===== src/rtl/base32_stream_encoder_unit_defines.svh =====
// assertion macros used by the top-level rtl
`ifndef BASE32_STREAM_ENCODER_UNIT_DEFINES_SVH
`define BASE32_STREAM_ENCODER_UNIT_DEFINES_SVH

// same-cycle implication
`define B32E_ASSERT_NOW(label, clk, rst_n, ante, cons) \
    label: assert property (@(posedge clk) disable iff (!rst_n) (ante) |-> (cons)) \
        else $error("b32e check failed");

// next-cycle implication
`define B32E_ASSERT_NEXT(label, clk, rst_n, ante, cons) \
    label: assert property (@(posedge clk) disable iff (!rst_n) (ante) |=> (cons)) \
        else $error("b32e check failed");

`endif


===== src/rtl/b32e_pkg.sv =====
package b32e_pkg;

    localparam logic [6:0] PAD_CHAR     = 7'h3d;
    localparam logic [6:0] NEWLINE_CHAR = 7'h0a;
    localparam logic [7:0] GPL_RESET    = 8'd8;
    localparam logic       CMD_DATA     = 1'b0;
    localparam logic       CMD_END      = 1'b1;
    localparam int         QUEUE_DEPTH  = 2;

    typedef struct packed {
        logic       command;
        logic [7:0] data_byte;
    } t_in;

    typedef struct packed {
        logic [6:0] out_char;
        logic       last_of_run;
    } t_out;

    typedef struct packed {
        logic [39:0] bits;
        logic [2:0]  n_bytes;
        logic        newline;
    } t_job;

    function automatic logic [6:0] sym_char(input logic [4:0] v);
        logic [6:0] c;
        if (v < 5'd26) begin
            c = 7'h41 + {2'b00, v};
        end else begin
            c = 7'h32 + {2'b00, v} - 7'd26;
        end
        return c;
    endfunction

    function automatic logic [3:0] used_syms(input logic [2:0] n);
        logic [3:0] u;
        case (n)
            3'd1: u = 4'd2;
            3'd2: u = 4'd4;
            3'd3: u = 4'd5;
            3'd4: u = 4'd7;
            default: u = 4'd8;
        endcase
        return u;
    endfunction

endpackage


===== src/rtl/b32e_front.sv =====
module b32e_front (
    input  logic            i_clk,
    input  logic            i_rst_n,
    input  logic            i_cfg_we,
    input  logic [7:0]      i_cfg_wdata,
    input  logic            i_in_valid,
    output logic            o_in_ready,
    input  b32e_pkg::t_in   i_in_data,
    input  logic            i_q_full,
    output logic            o_push,
    output b32e_pkg::t_job  o_job
);

    logic [7:0] r_gpl;
    logic [7:0] r_pend [4];
    logic [2:0] r_cnt;
    logic [2:0] n_cnt;
    logic [7:0] r_gol;
    logic [7:0] n_gol;
    logic       w_acc;
    logic [8:0] w_next;
    logic [7:0] w_mask [4];

    assign o_in_ready = !i_q_full;
    assign w_acc      = i_in_valid && o_in_ready;
    assign w_next     = {1'b0, r_gol} + 9'd1;

    always_comb begin
        for (int k = 0; k < 4; k++) begin
            w_mask[k] = (3'(k) < r_cnt) ? r_pend[k] : 8'h00;
        end
    end

    always_comb begin
        n_cnt        = r_cnt;
        n_gol        = r_gol;
        o_push       = 1'b0;
        o_job.bits   = {w_mask[0], w_mask[1], w_mask[2], w_mask[3], 8'h00};
        o_job.n_bytes = r_cnt;
        o_job.newline = 1'b0;
        if (w_acc) begin
            if (i_in_data.command == b32e_pkg::CMD_END) begin
                o_push = (r_cnt != 3'd0);
                n_cnt  = 3'd0;
                n_gol  = 8'd0;
            end else if (r_cnt < 3'd4) begin
                n_cnt = r_cnt + 3'd1;
            end else begin
                o_push        = 1'b1;
                o_job.bits    = {r_pend[0], r_pend[1], r_pend[2], r_pend[3],
                                 i_in_data.data_byte};
                o_job.n_bytes = 3'd5;
                n_cnt         = 3'd0;
                if (r_gpl != 8'd0) begin
                    if (w_next >= {1'b0, r_gpl}) begin
                        o_job.newline = 1'b1;
                        n_gol         = 8'd0;
                    end else begin
                        n_gol = w_next[7:0];
                    end
                end
            end
        end
    end

    always_ff @(posedge i_clk) begin
        if (!i_rst_n) begin
            r_gpl <= b32e_pkg::GPL_RESET;
            r_cnt <= 3'd0;
            r_gol <= 8'd0;
        end else begin
            if (i_cfg_we) begin
                r_gpl <= i_cfg_wdata;
            end
            r_cnt <= n_cnt;
            r_gol <= n_gol;
        end
    end

    always_ff @(posedge i_clk) begin
        if (w_acc && i_in_data.command == b32e_pkg::CMD_DATA && r_cnt < 3'd4) begin
            r_pend[r_cnt[1:0]] <= i_in_data.data_byte;
        end
    end

endmodule


===== src/rtl/b32e_queue.sv =====
module b32e_queue (
    input  logic            i_clk,
    input  logic            i_rst_n,
    input  logic            i_push,
    input  b32e_pkg::t_job  i_job,
    input  logic            i_pop,
    output logic            o_full,
    output logic            o_valid,
    output b32e_pkg::t_job  o_job
);

    b32e_pkg::t_job r_mem [b32e_pkg::QUEUE_DEPTH];
    logic           r_wp;
    logic           r_rp;
    logic [1:0]     r_cnt;
    logic           w_wr;
    logic           w_rd;

    assign o_full  = (r_cnt == 2'(b32e_pkg::QUEUE_DEPTH));
    assign o_valid = (r_cnt != 2'd0);
    assign o_job   = r_mem[r_rp];
    assign w_wr    = i_push && !o_full;
    assign w_rd    = i_pop && o_valid;

    always_ff @(posedge i_clk) begin
        if (!i_rst_n) begin
            r_wp  <= 1'b0;
            r_rp  <= 1'b0;
            r_cnt <= 2'd0;
        end else begin
            if (w_wr) begin
                r_wp <= !r_wp;
            end
            if (w_rd) begin
                r_rp <= !r_rp;
            end
            case ({w_wr, w_rd})
                2'b10:   r_cnt <= r_cnt + 2'd1;
                2'b01:   r_cnt <= r_cnt - 2'd1;
                default: r_cnt <= r_cnt;
            endcase
        end
    end

    always_ff @(posedge i_clk) begin
        if (w_wr) begin
            r_mem[r_wp] <= i_job;
        end
    end

endmodule


===== src/rtl/b32e_back.sv =====
module b32e_back (
    input  logic            i_clk,
    input  logic            i_rst_n,
    input  logic            i_q_valid,
    input  b32e_pkg::t_job  i_q_job,
    output logic            o_pop,
    output logic            o_busy,
    output logic            o_out_valid,
    input  logic            i_out_ready,
    output b32e_pkg::t_out  o_out_data
);

    b32e_pkg::t_job r_job;
    logic           r_busy;
    logic [3:0]     r_idx;
    logic           r_out_valid;
    b32e_pkg::t_out r_out;
    logic           w_adv;
    logic           w_emit;
    logic           w_last;
    logic [4:0]     w_sym [8];
    logic [6:0]     w_char;

    assign w_adv  = !r_out_valid || i_out_ready;
    assign w_emit = w_adv && r_busy;
    assign w_last = (r_idx == (r_job.newline ? 4'd8 : 4'd7));
    assign o_pop  = w_adv && (!r_busy || w_last) && i_q_valid;

    always_comb begin
        for (int k = 0; k < 8; k++) begin
            w_sym[k] = r_job.bits[39 - 5 * k -: 5];
        end
    end

    always_comb begin
        if (r_idx[3]) begin
            w_char = b32e_pkg::NEWLINE_CHAR;
        end else if (r_idx < b32e_pkg::used_syms(r_job.n_bytes)) begin
            w_char = b32e_pkg::sym_char(w_sym[r_idx[2:0]]);
        end else begin
            w_char = b32e_pkg::PAD_CHAR;
        end
    end

    always_ff @(posedge i_clk) begin
        if (!i_rst_n) begin
            r_busy      <= 1'b0;
            r_idx       <= 4'd0;
            r_out_valid <= 1'b0;
        end else begin
            if (w_emit) begin
                r_out_valid <= 1'b1;
            end else if (w_adv) begin
                r_out_valid <= 1'b0;
            end
            if (o_pop) begin
                r_busy <= 1'b1;
                r_idx  <= 4'd0;
            end else if (w_emit) begin
                if (w_last) begin
                    r_busy <= 1'b0;
                end else begin
                    r_idx <= r_idx + 4'd1;
                end
            end
        end
    end

    always_ff @(posedge i_clk) begin
        if (o_pop) begin
            r_job <= i_q_job;
        end
        if (w_emit) begin
            r_out.out_char    <= w_char;
            r_out.last_of_run <= w_last;
        end
    end

    assign o_busy      = r_busy;
    assign o_out_valid = r_out_valid;
    assign o_out_data  = r_out;

endmodule


===== src/rtl/base32_stream_encoder_unit.sv =====
// channel | direction | handshake                 | payload
// input   | in        | i_in_valid / o_in_ready   | i_in_data  (command, data_byte)
// output  | out       | o_out_valid / i_out_ready | o_out_data (out_char, last_of_run)
// config  | in        | i_cfg_we                  | i_cfg_wdata (groups_per_line)
//
// the front accepts an input transfer while the two-entry job queue has room
// the back emits one character per cycle while the output is not stalled: 8 per group, 9 with a newline
// sustained rate is set by the back
// output register holds o_out_data during a stall; the job queue decouples the stall from the input side
// synchronous active-low reset clears counts, queue and output valid, and sets groups_per_line to 8
`include "base32_stream_encoder_unit_defines.svh"

module base32_stream_encoder_unit (
    input  logic            i_clk,
    input  logic            i_rst_n,
    input  logic            i_cfg_we,
    input  logic [7:0]      i_cfg_wdata,
    input  logic            i_in_valid,
    output logic            o_in_ready,
    input  b32e_pkg::t_in   i_in_data,
    output logic            o_out_valid,
    input  logic            i_out_ready,
    output b32e_pkg::t_out  o_out_data
);

    logic           w_push;
    logic           w_pop;
    logic           w_q_full;
    logic           w_q_valid;
    logic           w_busy;
    logic           w_nl_out;
    b32e_pkg::t_job w_front_job;
    b32e_pkg::t_job w_q_job;

    b32e_front u_front (
        .i_clk       (i_clk),
        .i_rst_n     (i_rst_n),
        .i_cfg_we    (i_cfg_we),
        .i_cfg_wdata (i_cfg_wdata),
        .i_in_valid  (i_in_valid),
        .o_in_ready  (o_in_ready),
        .i_in_data   (i_in_data),
        .i_q_full    (w_q_full),
        .o_push      (w_push),
        .o_job       (w_front_job)
    );

    b32e_queue u_queue (
        .i_clk   (i_clk),
        .i_rst_n (i_rst_n),
        .i_push  (w_push),
        .i_job   (w_front_job),
        .i_pop   (w_pop),
        .o_full  (w_q_full),
        .o_valid (w_q_valid),
        .o_job   (w_q_job)
    );

    b32e_back u_back (
        .i_clk       (i_clk),
        .i_rst_n     (i_rst_n),
        .i_q_valid   (w_q_valid),
        .i_q_job     (w_q_job),
        .o_pop       (w_pop),
        .o_busy      (w_busy),
        .o_out_valid (o_out_valid),
        .i_out_ready (i_out_ready),
        .o_out_data  (o_out_data)
    );

    assign w_nl_out = o_out_valid && (o_out_data.out_char == b32e_pkg::NEWLINE_CHAR);

    `B32E_ASSERT_NOW(a_no_push_full, i_clk, i_rst_n, w_push, !w_q_full)
    `B32E_ASSERT_NOW(a_newline_last, i_clk, i_rst_n, w_nl_out, o_out_data.last_of_run)
    `B32E_ASSERT_NOW(a_mid_run_busy, i_clk, i_rst_n, o_out_valid && !o_out_data.last_of_run, w_busy)
    `B32E_ASSERT_NEXT(a_pop_busy, i_clk, i_rst_n, w_pop, w_busy)

endmodule

===== config.mk =====
export PLATFORM = sky130hd
export DESIGN_NAME = base32_stream_encoder_unit
export DESIGN_NICKNAME = d
export VERILOG_FILES = /design/src/rtl/b32e_pkg.sv /design/src/rtl/b32e_front.sv /design/src/rtl/b32e_queue.sv /design/src/rtl/b32e_back.sv /design/src/rtl/base32_stream_encoder_unit.sv
export VERILOG_INCLUDE_DIRS = /design/src /design/src/rtl
export SDC_FILE = /design/constraint.sdc
export NUM_CORES = 1
export LEC_CHECK = 0
export ABC_AREA = 1
export ABC_CLOCK_PERIOD_IN_PS = 3700
export BUFFER_PORTS_ARGS = -buffer_cell sky130_fd_sc_hd__clkbuf_2
export CAP_MARGIN = 20
export CORE_MARGIN = 5
export CORE_UTILIZATION = 45
export CTS_BUF_LIST = sky130_fd_sc_hd__clkbuf_16
export DETAILED_ROUTE_END_ITERATION = 7
export PLACE_DENSITY = 0.71
export SYNTH_ARGS = -nofsm -noshare
export SYNTH_HDL_FRONTEND = slang
export SYNTH_HIERARCHICAL = 1
export SYNTH_SLANG_ARGS = --single-unit

===== constraint.sdc =====
create_clock -name i_clk -period 3.7 [get_ports i_clk]
set_input_delay 0.555 -clock i_clk [delete_from_list [all_inputs] [get_ports i_clk]]
set_output_delay 0.555 -clock i_clk [all_outputs]
set_load 0.02 [all_outputs]

=== Word-level counts from Yosys, hierarchy flattened ===
Memories as Yosys holds them, arrays and structs flattened. A register that Yosys moved wholly into a read port is not among the register bits.
Cells that the tools add are included.

* Add/subtract/negate cells: 8
* Multiplexer cells: 36
* Eq/ne operators: 9
* Bitwise operators: 5
* Reduce and logical (&&, ||, !) cells: 28
* Magnitude comparators: 9

{| class="wikitable"
|+ Operators by type and width
! kind !! count
|-
| two-way mux 44 bit || 3
|-
| two-way mux 8 bit || 8
|-
| case mux 4 bit (4 select lines) || 1
|-
| binary-select mux 5 bit (select 3 bit) || 1
|-
| two-way mux 1 bit || 14
|-
| nonzero test 2 bit || 6
|-
| two-way mux 5 bit || 2
|-
| adder 8 x 1 -> 9 bit, second input constant || 1
|-
| >= comparator 9 x 8 -> 1 bit || 1
|-
| logical AND 1 bit || 8
|-
| two-way mux 4 bit || 2
|-
| nonzero test 8 bit || 1
|-
| adder 6 x 5 -> 7 bit, first input constant || 1
|-
| adder 7 x 5 -> 7 bit, first input constant || 1
|-
| two-way mux 7 bit || 1
|-
| subtractor 7 x 5 -> 7 bit, second input constant || 1
|-
| equality test 3 x 2 -> 1 bit, second input constant || 2
|-
| < comparator 1 x 3 -> 1 bit, first input constant || 2
|-
| < comparator 2 x 3 -> 1 bit, first input constant || 2
|-
| two-way mux 3 bit || 2
|-
| two-way mux 6 bit || 1
|-
| logical NOT 1 bit || 5
|-
| < comparator 5 bit, second input constant || 1
|-
| adder 4 x 1 -> 4 bit, second input constant || 1
|-
| 20 further kinds || 27
|}

* Memories: 2
* Input bits: 22
* RAM bits: 120
* Output and inout port bits: 10
* Bits in registers: 37

{| class="wikitable"
|+ Memories
! name !! words !! width !! rd ports !! clocked after memory_dff !! write ports !! RTL line !! source
|-
| u_queue.r_mem || 2 || 44 || 1 || 1 || 1 || b32e_queue.sv:12 || <nowiki>b32e_pkg::t_job r_mem [b32e_pkg::QUEUE_DEPTH];</nowiki>
|-
| u_front.r_pend || 4 || 8 || 4 || 0 || 1 || b32e_front.sv:15 || <nowiki>logic [7:0] r_pend [4];</nowiki>
|}

=== Depth between registers and ports, before layout ===
Gate-level depths: netlist (run 1).

* Depth in word-level cells: 8
* Depth in mapped cells: 17
* Mapped depth without buffers: 15

=== Cells and area by module ===
The synthesis (run 1) kept the hierarchy.

{| class="wikitable"
|+ Modules (own cells, without submodules)
! module !! cells an instance !! sequential area each (sq um) !! instances !! area an instance (sq um)
|-
| b32e_queue || 175 || 2742.6 || 1 || 3624.7
|-
| b32e_back || 277 || 1681.6 || 1 || 2793.9
|-
| b32e_front || 297 || 1341.3 || 1 || 2496.1
|}

=== Worst setup path before layout (run 1) ===
No wires, ideal clock.

* Path type: reg2reg
* From: register u_queue.r_cnt[0]
* To: memory u_queue/r_mem[0][0] (netlist name) (enable)
* Period minus slack after synthesis: 3.620 ns
* Data required time: 3.255 ns
* Setup slack: 0.080 ns
* Cell stages (with the launch flop): 10
* Data arrival time: 3.174 ns
* Path through: dfxtp_1 nor2_2 inv_1 nand2_1 nor2_1 o21a_1 inv_1 nor2_1 inv_1 nor2_1

* Cells in the longest elaborated chain, start to end: 7

{| class="wikitable"
|+ Ends and longest elaborated chain
! element !! RTL line !! source
|-
| start: declaration || b32e_queue.sv:15 || <nowiki>logic [1:0] r_cnt;</nowiki>
|-
| start signal: assignment || b32e_queue.sv:38 || <nowiki>2'b10: r_cnt <= r_cnt + 2'd1;</nowiki>
|-
| start signal: assignment || b32e_queue.sv:39 || <nowiki>2'b01: r_cnt <= r_cnt - 2'd1;</nowiki>
|-
| start signal: assignment || b32e_queue.sv:40 || <nowiki>default: r_cnt <= r_cnt;</nowiki>
|-
| equality test 2 bit || b32e_queue.sv:19 || <nowiki>assign o_full = (r_cnt == 2'(b32e_pkg::QUEUE_DEPTH));</nowiki>
|-
| via w_q_full || base32_stream_encoder_unit.sv:28 || <nowiki>logic w_q_full;</nowiki>
|-
| logical NOT 1 bit || b32e_front.sv:24 || <nowiki>assign o_in_ready = !i_q_full;</nowiki>
|-
| via o_in_ready || base32_stream_encoder_unit.sv:19 || <nowiki>output logic o_in_ready,</nowiki>
|-
| logical AND 1 bit || b32e_front.sv:25 || <nowiki>assign w_acc = i_in_valid && o_in_ready;</nowiki>
|-
| two-way mux 1 bit || b32e_front.sv:41 || <nowiki>if (w_acc) begin</nowiki>
|-
| via w_push || base32_stream_encoder_unit.sv:26 || <nowiki>logic w_push;</nowiki>
|-
| logical AND 1 bit || b32e_queue.sv:22 || <nowiki>assign w_wr = i_push && !o_full;</nowiki>
|-
| two-way mux 1 bit || b32e_queue.sv:46 || <nowiki>if (w_wr) begin</nowiki>
|-
| two-way mux 1 bit (implied by the code) || b32e_queue.sv:47 || <nowiki>r_mem[r_wp] <= i_job;</nowiki>
|-
| end: declaration || b32e_queue.sv:12 ||
|}

The timed path passes the listed nets, and every way through them passes these cells.

==> flow_summary.yaml, run 1 <==
outcome:
  run_status: "finished, final reports clean"
grt:
  globalRouteOverflowTotal: 0
  grt_pass1_wl_mm: 25.0
  via_count_of_the_first_global_routing_pass: 4886
  grtUsageTotal: 0.139
  maximum_number_of_pins_on_one_net_before_global_route_repair: 46
  antenna_violations_before_repair: 0
timing:
  worst_pin_slew_ps: 785
  final-setup-viol-count: 0
  fin_skew_ps: 11.9
  final_hold_viol_count: 0
  maxClockFrequency_mhz: 403
  timing.setup.tns_ps: 0
  slew_viol_final: 0
  final.min_clock_period_ps: 2480
  layout_worst_path_cycle_share: 0.671
  max-slew-margin-rel: 0.473
  setup_repair_after_global_routing_missed_its_margin: "no"
worst_setup_path:
  crit_chain: "inv_1 > nor3_4 > nand2_2 > nand2_4 > nand2_1 > o21ai_1 > nand2_1 > inv_1 > buf_4 > nand3_1 > nand2_1 > nor2_1"
  worst-setup-path-type: "reg2reg"
  cp-start-kind: "flop"
  worstPathRequired_ps: 4080
  slowest_stage_cell_crit_path: "sky130_fd_sc_hd__dfxtp_1"
  crit_path_largest_cell_delay_ps: 650
  worst_path_dominant_cell_family: "simple AND/OR/NAND/NOR gates"
  critPathCaptureType: "flop"
  timing.critical_path.arrival_ps: 2860
  timing.critical_path.fanout_max: 45
  critical_path.most_common_cell: "sky130_fd_sc_hd__nand2_1"
  startpoint_of_the_lowest_slack_register_to_register_path: "u_back/r_idx[2]"
  r2r_cells: 12
  worst-path-buf-inv: 3
  rrSetupSlack_ps: 1220
pwr:
  p_per_area_nw_per_um2: 482
  vdd_drop_max_v: 0.000361
  power_leakage_nw: 3.97
layout:
  final_util: 0.511
  syn_to_final_growth_pct: 11.6
  final_layout_size_suffix_gt1_frac: 0.179
  antenna-diode-count: 0
  design.final.nets: 834
place:
  detailed_place_hpwl_mm: 10.4
  globalplace.congestion: 0.827
  buffer_ports.inserted: 31
detailed_routing:
  dr_total_vias: 4897
  routed_wl_mm: 14.8
  detail_route.wl_per_cell_um: 13.8
  ant_nets: 0
  drcViolationCount: 0
  vias_per_cell: 4.57
  detail_route.first_pass.iterations: 4
  drtIter0Drc: 250
synth:
  synth_enable_flop_cells: 172
  synthArstFlopShare: 0
  post_synth_num_cell_types: 39
  ys.warnings.count: 6
  netlist_area_before_placement_sq_um: 8910
  synth_seq_cells: 202
  ys_top_cells_by_area: "sky130_fd_sc_hd__edfxtp_1 58%, sky130_fd_sc_hd__dfxtp_1 6.7%, sky130_fd_sc_hd__mux2_4 6.7%"
  top_flip_flop_cell_by_instance_count_after_synthesis: "sky130_fd_sc_hd__edfxtp_1"
  synth-seq-area-share: 0.647
  syn-instance-count: 749
  avgSynthCellArea_sq_um: 11.9
  synth_common_cells: "172 x sky130_fd_sc_hd__edfxtp_1, 118 x sky130_fd_sc_hd__inv_1, 118 x sky130_fd_sc_hd__nand2_1, 92 x sky130_fd_sc_hd__nor2_1, 40 x sky130_fd_sc_hd__mux2_4"
  synth_top_area_share: 0.579
  synth_fp_nets: 792
  synth_largest_area_cell: "sky130_fd_sc_hd__edfxtp_1"
  synthMostInstantiatedCell: "sky130_fd_sc_hd__edfxtp_1"
worst_hold_path:
  hold_path_class: "in2reg"
  min_delay_path_depth: 3
  worst_hold_startpoint: "i_cfg_wdata[0]"
  min_delay_worst_endpoint: "u_front/r_gpl[0]"
cts:
  number_of_h_tree_branching_levels: 1
  clock_path_buffers: 3
  worst_skew_pair.late_latency_ps: 490
  cts_repair_resize_count: 0
  clock-root-buffer: "sky130_fd_sc_hd__clkbuf_16"
  cts.clk_slew.worst_paths_ps: 60
  cts.sinks: 202
  cts-hold-fix-buffers: 0
  cts_tree: "yes"
  cts_post_setup_buffers_inserted: 0
  cts-buffers-inserted: 21
floorplan:
  die_w_um: 151
  io_pins: 32
  floorplan.die.height_um: 151
  row_count: 51
  core_area_sq_um: 19500
  floorplan.initialDensity: 0.458
  design.die.area_sq_um: 22700
run:
  maximum_capacitance_violations: 0
## worst register-to-register path, stage by stage (launching register included)
cell	delay [ps]
sky130_fd_sc_hd__dfxtp_1	650
sky130_fd_sc_hd__inv_1	250
sky130_fd_sc_hd__nor3_4	200
sky130_fd_sc_hd__nand2_2	90
sky130_fd_sc_hd__nand2_4	80
sky130_fd_sc_hd__nand2_1	70
sky130_fd_sc_hd__o21ai_1	90
sky130_fd_sc_hd__nand2_1	110
sky130_fd_sc_hd__inv_1	100
sky130_fd_sc_hd__buf_4	460
sky130_fd_sc_hd__nand3_1	140
sky130_fd_sc_hd__nand2_1	100
sky130_fd_sc_hd__nor2_1	50
## how the worst max path moves through the flow
stage | from | end | depth (start not counted)
CTS | u_back/r_idx[2] | flop | 12
global route | u_back/r_idx[2] | flop | 12
global placement | u_back/r_idx[2] | u_back/w_sym[31] | 9
floorplan | u_queue/r_cnt[0] | u_queue/r_mem[0][0] | 9
finish | u_back/r_idx[2] | flop | 12
detailed placement | u_back/r_idx[2] | flop | 12
## logic make-up (layout without fill, tap and decap cells)
kind of cell	count (synthesis)	after routing	share of synthesized area
DFF	202	202	0.647
and+or+nand+nor	270	270	0.133
AOI/OAI and AO/OA	59	59	0.0378
xor gates and xnor gates	8	8	0.00786
muxes	44	44	0.0724
buffers and inverters	145	202	0.0731
adders and majority gates	21	21	0.0295
## per-layer routing
metal,GRT usage,vias up,wire length (um)
li1,-,2564,-
met1,0.195,2223,6890
met3,0.0295,27,649
met5,0,-,0
met4,0.0385,0,354
met2,0.219,83,6870
## registers in the layout, indices dropped and copies added, names as in the netlist, 2 cells and up, named ones only
register           count
u_front/r_gol          8
u_back/o_out_data      8
u_back/w_sym          40
u_back/r_idx           4
u_front/r_pend        32
u_queue/r_cnt          2
u_back/r_job           4
u_front/r_gpl          8
u_queue/r_mem         88
u_front/r_cnt          3
## stage by stage
step                      total power, mW  setup slack [ps]  cells  area, sq um  hold WS (ps)
after detailed placement             2.84              1160   1033         9280           458
after CTS                            4.86              1160   1071         9950           261
after global placement               2.83              1240   1033         9280           454
after floorplan                      2.77              80.3    749         8910           440
after global routing                 4.98               932   1071         9950           273
final                                4.79              1220   1071         9950           281
## area by class of cell
type / count / area, sq um
Clock inverter: 17 / 145
Tap cell: 265 / 332
Timing Repair Buffer: 36 / 193
Fill cell: 1627 / 9520
Multi-Input combinational cell: 402 / 2500
Sequential cell: 202 / 5770
Inverter: 128 / 480
Clock buffer: 21 / 526
## placed cells by master, fill, tap and decap left out, drive strengths merged
cell      instances
edfxtp          172
inv             133
nand2           124
nor2             94
clkbuf           52
mux2             44
nand3            39
dfxtp            30
a21oi            29
o21ai            24
ha               21
xor2              7
clkinv            6
buf               5
nor3              5
or2               5
clkinvlp          4
nand4             3
bufinv            2
o21a              2
o211ai            2
a31oi             1
xnor2             1
o31ai             1
## where the power goes
group / internal (mW) / switching, mW
combinational: 0.0863 / 0.160
sequential: 2.52 / 0.0180
clock: 1.18 / 0.826
Note: power is estimated with default switching activity, not from simulation.
==> run 2: changes to the inputs <==
Settings changed: ABC_CLOCK_PERIOD_IN_PS 3700 to 2430, PLACE_DENSITY 0.71 to 0.69.
Clock period 3.7 ns to 2.43 ns, I/O delays scaled along.
==> flow_summary.yaml, run 2 (same netlist as run 1, synthesis figures left out) <==
outcome:
  run_status: "finished, final reports clean"
pwr:
  power_leakage_nw: 4.03
  vdd_drop_max_v: 0.000415
  p_per_area_nw_per_um2: 725
  p_total_mw: 7.33
worst_setup_path:
  timing.rr.end: "u_queue/r_cnt[1]"
  worst-setup-path-type: "reg2reg"
  r2r_cells: 14
  cp-start-kind: "flop"
  timing.critical_path.arrival_ps: 2600
  crit_start: "u_back/r_idx[0]"
  worstPathRequired_ps: 2850
  rrSetupSlack_ps: 250
  timing.critical_path.fanout_max: 20
  critPathCaptureType: "flop"
  startpoint_of_the_lowest_slack_register_to_register_path: "u_back/r_idx[0]"
  crit_path_end: "u_queue/r_cnt[1]"
place:
  buffer_ports.inserted: 31
  postPlaceCellArea_sq_um: 9440
  placement.setup.worst_slack_ps: 183
  globalplace.congestion: 0.772
  detailed_place_hpwl_mm: 10.5
floorplan:
  core_area_sq_um: 19500
  io_pins: 32
  die_w_um: 151
  floorplan.initialDensity: 0.458
  row_count: 51
  design.die.area_sq_um: 22700
  floorplan.die.height_um: 151
cts:
  number_of_h_tree_branching_levels: 1
  cts-buffers-inserted: 22
  cts-hold-fix-buffers: 0
  cts.sinks: 202
  worst_skew_pair.late_latency_ps: 490
  cts.clk_slew.worst_paths_ps: 60
  clock-root-buffer: "sky130_fd_sc_hd__clkbuf_16"
  clock_path_buffers: 3
  cts_tree: "yes"
timing:
  setup_repair_after_global_routing_missed_its_margin: "no"
  maxClockFrequency_mhz: 460
  fin_skew_ps: 7.25
  layout_worst_path_cycle_share: 0.896
  final-setup-viol-count: 0
  setup_slack_ps: 254
  worst_pin_slew_ps: 722
  final_hold_viol_count: 0
  final.min_clock_period_ps: 2180
  whs_ps: 111
  max-slew-margin-rel: 0.517
  slew_viol_final: 0
grt:
  globalRouteOverflowTotal: 0
  maximum_number_of_pins_on_one_net_before_global_route_repair: 46
  grtUsageTotal: 0.144
  antenna_violations_before_repair: 0
  via_count_of_the_first_global_routing_pass: 5098
  grt_pass1_wl_mm: 25.9
detailed_routing:
  ant_nets: 0
  detail_route.wl_per_cell_um: 14.3
  vias_per_cell: 4.73
  dr_total_vias: 5118
  routed_wl_mm: 15.5
  drtIter0Drc: 317
  detail_route.first_pass.iterations: 5
  drcViolationCount: 0
layout:
  final_util: 0.519
  final_layout_size_suffix_gt1_frac: 0.200
  antenna-diode-count: 0
  fin_area_sq_um: 10100
  mostFrequentLayoutCells: "172 x sky130_fd_sc_hd__edfxtp_1, 121 x sky130_fd_sc_hd__inv_1, 115 x sky130_fd_sc_hd__nand2_1"
  top_register: "u_queue/r_mem"
  fillers: 1652
  most_common_library_cell_in_the_layout_ignoring_fill_and_taps: "sky130_fd_sc_hd__edfxtp_1"
  syn_to_final_growth_pct: 13.4
  design.final.nets: 846
  largest_register_ff_count: 88
worst_hold_path:
  hold_path_class: "in2reg"
  worst_hold_startpoint: "i_cfg_wdata[0]"
run:
  maximum_capacitance_violations: 0
run 2: power breakdown:
group          total, mW  switching (mW)  internal (mW)
clock               3.06            1.26           1.81
sequential          3.87          0.0277           3.84
combinational      0.396           0.253          0.143
run 2: timing repair:
action / CTS / global route
setup endpoints to repair: 0 / 11
buffers inserted: 0 / 0
endpoints found under the hold margin: 0 / 0
gates resized for setup: 0 / 2
run 2: final cells by class:
class	count	area (sq um)	share of cell area
flip-flops and latches	202	5770	0.571
clock buffers	23	576	0.0569
multi-input cells	402	2530	0.250
clock inverters	14	92.6	0.00916
inverters	128	488	0.0483
repair buffers	47	325	0.0322
well taps	265	332	0.0328
run 2: critical path, stage by stage, from the launching register on:
cell	delay (ps)
sky130_fd_sc_hd__dfxtp_2	330
sky130_fd_sc_hd__inv_2	280
sky130_fd_sc_hd__nand4_1	210
sky130_fd_sc_hd__nand2_4	130
sky130_fd_sc_hd__nand2_2	70
sky130_fd_sc_hd__o21ai_2	70
sky130_fd_sc_hd__nand2_2	110
sky130_fd_sc_hd__clkinvlp_4	110
sky130_fd_sc_hd__o21a_1	150
sky130_fd_sc_hd__ha_1	260
sky130_fd_sc_hd__inv_1	80
sky130_fd_sc_hd__nand2_1	50
sky130_fd_sc_hd__nor2_1	100
sky130_fd_sc_hd__nor2_1	50
sky130_fd_sc_hd__nor2_1	100
run 2: routing by layer:
layer | global-route usage | vias to the layer above | wire length, um
met1 | 0.196 | 2389 | 7070
met2 | 0.239 | 113 | 7320
met5 | 0 | - | 0
met3 | 0.0223 | 23 | 795
met4 | 0.0440 | 0 | 310
li1 | - | 2593 | -
run 2: through the flow:
stage / std cells / TNS (ps)
finish: 1081 / 0
global route: 1081 / 0
CTS: 1081 / 0
detailed placement: 1044 / 0
global placement: 1044 / 0
floorplan: 749 / -209
run 2: worst min path at each step:
stage                        to  cells past startpoint
2_1_floorplan  u_front/r_gpl[6]                      2
3_3_place_gp   u_front/r_gpl[1]                      2
3_5_place_dp   u_front/r_gpl[1]                      2
4_1_cts        u_front/r_gpl[0]                      3
5_1_grt        u_front/r_gpl[0]                      3
6_report       u_front/r_gpl[0]                      3
